<file path="src/rtl/sacl_ram.sv">
module sacl_ram #(
    parameter int DATA_W = 8,
    parameter int DEPTH  = 16,
    localparam int AW    = (DEPTH > 1) ? $clog2(DEPTH) : 1
) (
    input  logic              aclk,
    input  logic              we,
    input  logic [AW-1:0]     waddr,
    input  logic [DATA_W-1:0] wdata,
    input  logic [AW-1:0]     raddr,
    output logic [DATA_W-1:0] rdata
);

    logic [DATA_W-1:0] mem [DEPTH];

    // One write port, one registered read port
    always_ff @(posedge aclk) begin
        if (we) begin
            mem[waddr] <= wdata;
        end
        rdata <= mem[raddr];
    end

endmodule

</file>
<file path="config.mk">
export PLATFORM = sky130hd
export DESIGN_NAME = sacl_ram
export DESIGN_NICKNAME = d
export VERILOG_FILES = /design/src/rtl/sacl_ram.sv
export SDC_FILE = /design/constraint.sdc
export NUM_CORES = 1
export LEC_CHECK = 0
export BUFFER_PORTS_ARGS = -buffer_cell sky130_fd_sc_hd__buf_4
export CAP_MARGIN = 30
export CORE_AREA = 5 5 109 101
export CTS_CLUSTER_DIAMETER = 50
export DETAILED_ROUTE_END_ITERATION = 8
export DIE_AREA = 0 0 114 106
export PLACE_DENSITY = 0.74
export SYNTH_ARGS = -nofsm -noshare
export SYNTH_HDL_FRONTEND = slang
export SYNTH_SLANG_ARGS = --single-unit
export TNS_END_PERCENT = 5
</file>
<file path="constraint.sdc">
create_clock -name aclk -period 1.6 [get_ports aclk]
set_input_delay 0.16 -clock aclk [delete_from_list [all_inputs] [get_ports aclk]]
set_output_delay 0.16 -clock aclk [all_outputs]
set_load 0.005 [all_outputs]
</file>
* After elaboration in Yosys (flattened, before gate mapping)
Memories as Yosys holds them, arrays and structs flattened. A register that Yosys moved wholly into a read port is not among the register bits.
Cells that the tools add are included.
** Operators by class
- Multiplexer cells :: 2
** Operator list (count)
- $mux 1 :: 2
** Storage, ports and cells
- Register bits after elaboration :: 0
- Memory bits (writable) :: 128
- Bits of input ports :: 18
- Output and inout bits :: 8
- Word-level logic and storage cells :: 3
- Memories kept :: 1
** Memory list
- mem :: words 16, width 8, rd ports 1, clocked after memory_dff 1, write ports 1, line 14 : logic [DATA_W-1:0] mem [DEPTH];

* Logic depth before layout (Yosys ltp)
- Depth after elaboration :: 2
- Depth in mapped cells :: 5
- Depth with buffers taken out :: 3

* Worst setup path after synthesis
No wires, ideal clock.
- Path type :: input to register
- Start point :: input waddr[2]
- End point :: memory mem[0][0] (enable)
- Library setup time :: 0.383 ns
- Arrival :: 1.270 ns
- Required time :: 1.217 ns
- Slack :: -0.053 ns
- Stages :: 2
- Path buffers :: 0
- Cells stage by stage :: or3b_2 -> nor3_1
** RTL lines
- start, declared :: line 8 : input logic [AW-1:0] waddr,
- end, declared :: line 14
Straight into the memory's write port.

==> run_results.csv <==
group,metric,value,unit
cts,cts_sinks,136,
finish,regArea,4000,µm²
cts,clockBufferDepth,2,
critical_path,critical_path_arrival,1.76,ns
pwr,p_leak,2.19,nW
finish,final_common_cell,"edfxtp_1",
sta,hold_slack,0.138,ns
job,maxCapViolations,0,
sta,final.setup.tns,0,ns
finish,post-route-util,0.645,
cts,clk_latency,0.51,ns
global_route,grt_overflow,0,
global_route,grt_use_met3,0.0541,
floorplan,rows,35,
routing,wl,9.62,mm
floorplan,ios,26,
status,status,"complete, no violations",
logic_synthesis,yosysSeqAreaShare,0.778,
cts,cts_buffers,17,
hold_path,min_path_cells,4,
sta,min_period,1.36,ns
placement,gp_congestion,0.768,
pwr,p_per_area,1340,nW/µm²
finish,layout-drive-gt1-share,0.327,
floorplan,dieArea,12100,µm²
floorplan,die_h,106,µm
placement,placedCellCount,398,
routing,viasPerCell,5.63,
pwr,total_power,8.51,mW
pwr,power_switching_share,0.188,
pwr,power_frac_clock,0.480,
cts,postCtsSetupBuffers,0,
sta,rsz0062_at_grt,"false",
placement,preCtsSetupSlack,0.0678,ns
finish,finalNonFillerCells,438,
routing,wl_per_cell,22.0,µm
global_route,grt_max_degree,25,
routing,num_vias,2465,
critical_path,r2r_start,"mem[10][2]",
global_route,grt_busiest_layer,"met2",
critical_path,cp-startpoint,"mem[10][2]",
cts,htree_num_levels,4,
hold_path,min_path_type,"input pin to register",
pwr,p_sw,1.60,mW
cts,root_buffer,"clkbuf_8",
global_route,groute.layer.met2.usage,0.276,
cts,clk_pin_slew,0.06,ns
floorplan,coreArea,9850,µm²
pwr,internal_power,6.90,mW
global_route,grt_use_total,0.179,
finish,fillers,643,
sta,timing.slew.headroom,0.745,
logic_synthesis,syn_avg_cell_area,22.5,µm²
logic_synthesis,syn_area,5150,µm²
sta,setup_viol,0,
placement,io_buffers,25,
sta,fmax,0.733,GHz
global_route,antenna_found_initial,0,
routing,ant_nets,0,
finish,final_area,6350,µm²
routing,first_iter_violations,158,
placement,post-dp-hpwl,6.24,mm
finish,final_cell_mix,"edfxtp_1, buf_4, mux4_2, a22oi_1, clkbuf_16",
cts,cts_resized,0,
cts,ctsHoldBuffers,8,
logic_synthesis,ys_warn_count,0,
sta,hold_violations,0,
global_route,met1_usage,0.243,
global_route,grt_pass1_vias,2612,
sta,maxSlewViolCount,0,
critical_path,critPathCaptureType,"register",
finish,nNetsFinal,314,
global_route,grt_pass1_wl,15.4,mm
placement,placedInstanceArea,5640,µm²
floorplan,die_w,114,µm
pwr,comb_power_share,0.049,
critical_path,startpoint_type,"register",
logic_synthesis,ys_types,19,
sta,skew,0.00641,ns
logic_synthesis,synth_seq_cells,136,
sta,fin_crit_sh,0.853,
sta,worstMarginPinSlew,0.381,ns
sta,fin_ws,0.235,ns
routing,drc,0,
pwr,vdd_drop_max,1.05,mV
logic_synthesis,synthCells,229,
floorplan,start_util,0.522,
logic_synthesis,syn_nets,247,
pwr,seqPwrFrac,0.471,
finish,multiInputGateArea,1060,µm²
hold_path,hp-start,"raddr[2]",
finish,area_growth,23.4,%
critical_path,crit_path_max_fanout,1,
critical_path,ff2ff_path_depth,3,
critical_path,critPathRequiredTime,2.00,ns
routing,drtPass1Iterations,4,
finish,antennaDiodeCount,0,
cts,cts_tree,"done",
critical_path,crit_type,"register to register",
[path summary, 6_finish.rpt]
kind                   end  slack [ns]
hold reg to reg   rdata[7]        0.68
hold / removal    rdata[4]        0.14
setup reg to reg  rdata[2]        0.24
setup / recovery  rdata[2]        0.24
[sequential cells by signal, summed over array words and instances, names as in the netlist]
name	count
mem	128
rdata	8
[layout make-up]
type	count	area share
multi-input combinational	83	0.167
timing repair buffer	58	0.0776
sequential	136	0.630
clock inverter	14	0.0321
tap	129	0.0254
clock buffer	18	0.0674
[kinds of logic after synthesis]
logic type	synth area share
and+or+nand+nor	0.0318
buffers and inverters	0.0168
DFF	0.778
AOI/OAI and AO/OA	0.0233
muxes	0.150
[cells in the mapped netlist]
| cell | number | area [µm²] |
|---|---|---|
| nand3b_1 | 2 | 15.0 |
| buf_4 | 1 | 7.51 |
| nand2b_1 | 2 | 12.5 |
| nand3_1 | 1 | 5.00 |
| mux4_2 | 18 | 405 |
| dfxtp_1 | 8 | 160 |
| nor2_1 | 13 | 48.8 |
| and2b_1 | 1 | 7.51 |
| mux4_1 | 14 | 368 |
| or3b_2 | 1 | 8.76 |
| nor3_1 | 4 | 20.0 |
| buf_2 | 3 | 15.0 |
| a22oi_1 | 16 | 120 |
| buf_6 | 3 | 33.8 |
| clkdlybuf4s25_2 | 3 | 30.0 |
| nor2b_1 | 1 | 6.26 |
| nand2_1 | 9 | 33.8 |
| and2_1 | 1 | 6.26 |
| edfxtp_1 | 128 | 3840 |
[power by group through the flow]
stage / sequential (mW) / combinational, mW / clock [mW]
3_5_place_dp: 4.08 / 0.404 / 0
5_1_grt: 4.01 / 0.456 / 4.32
4_1_cts: 4.01 / 0.424 / 4.13
6_report: 4.01 / 0.417 / 4.08
2_1_floorplan: 4.08 / 0.202 / 0
3_3_place_gp: 4.08 / 0.392 / 0
[per-layer routing]
layer,vias up,part of all wire
li1,1109,-
met1,1264,0.43
met2,79,0.50
met3,13,0.056
met4,0,0.016
met5,-,0
[worst max-delay path, cell delays in order, from the launching register on]
cell	delay, ns
edfxtp_1	0.40
mux4_1	0.55
a22oi_1	0.23
nand2_1	0.07
Power figures use the tool's default switching activity.
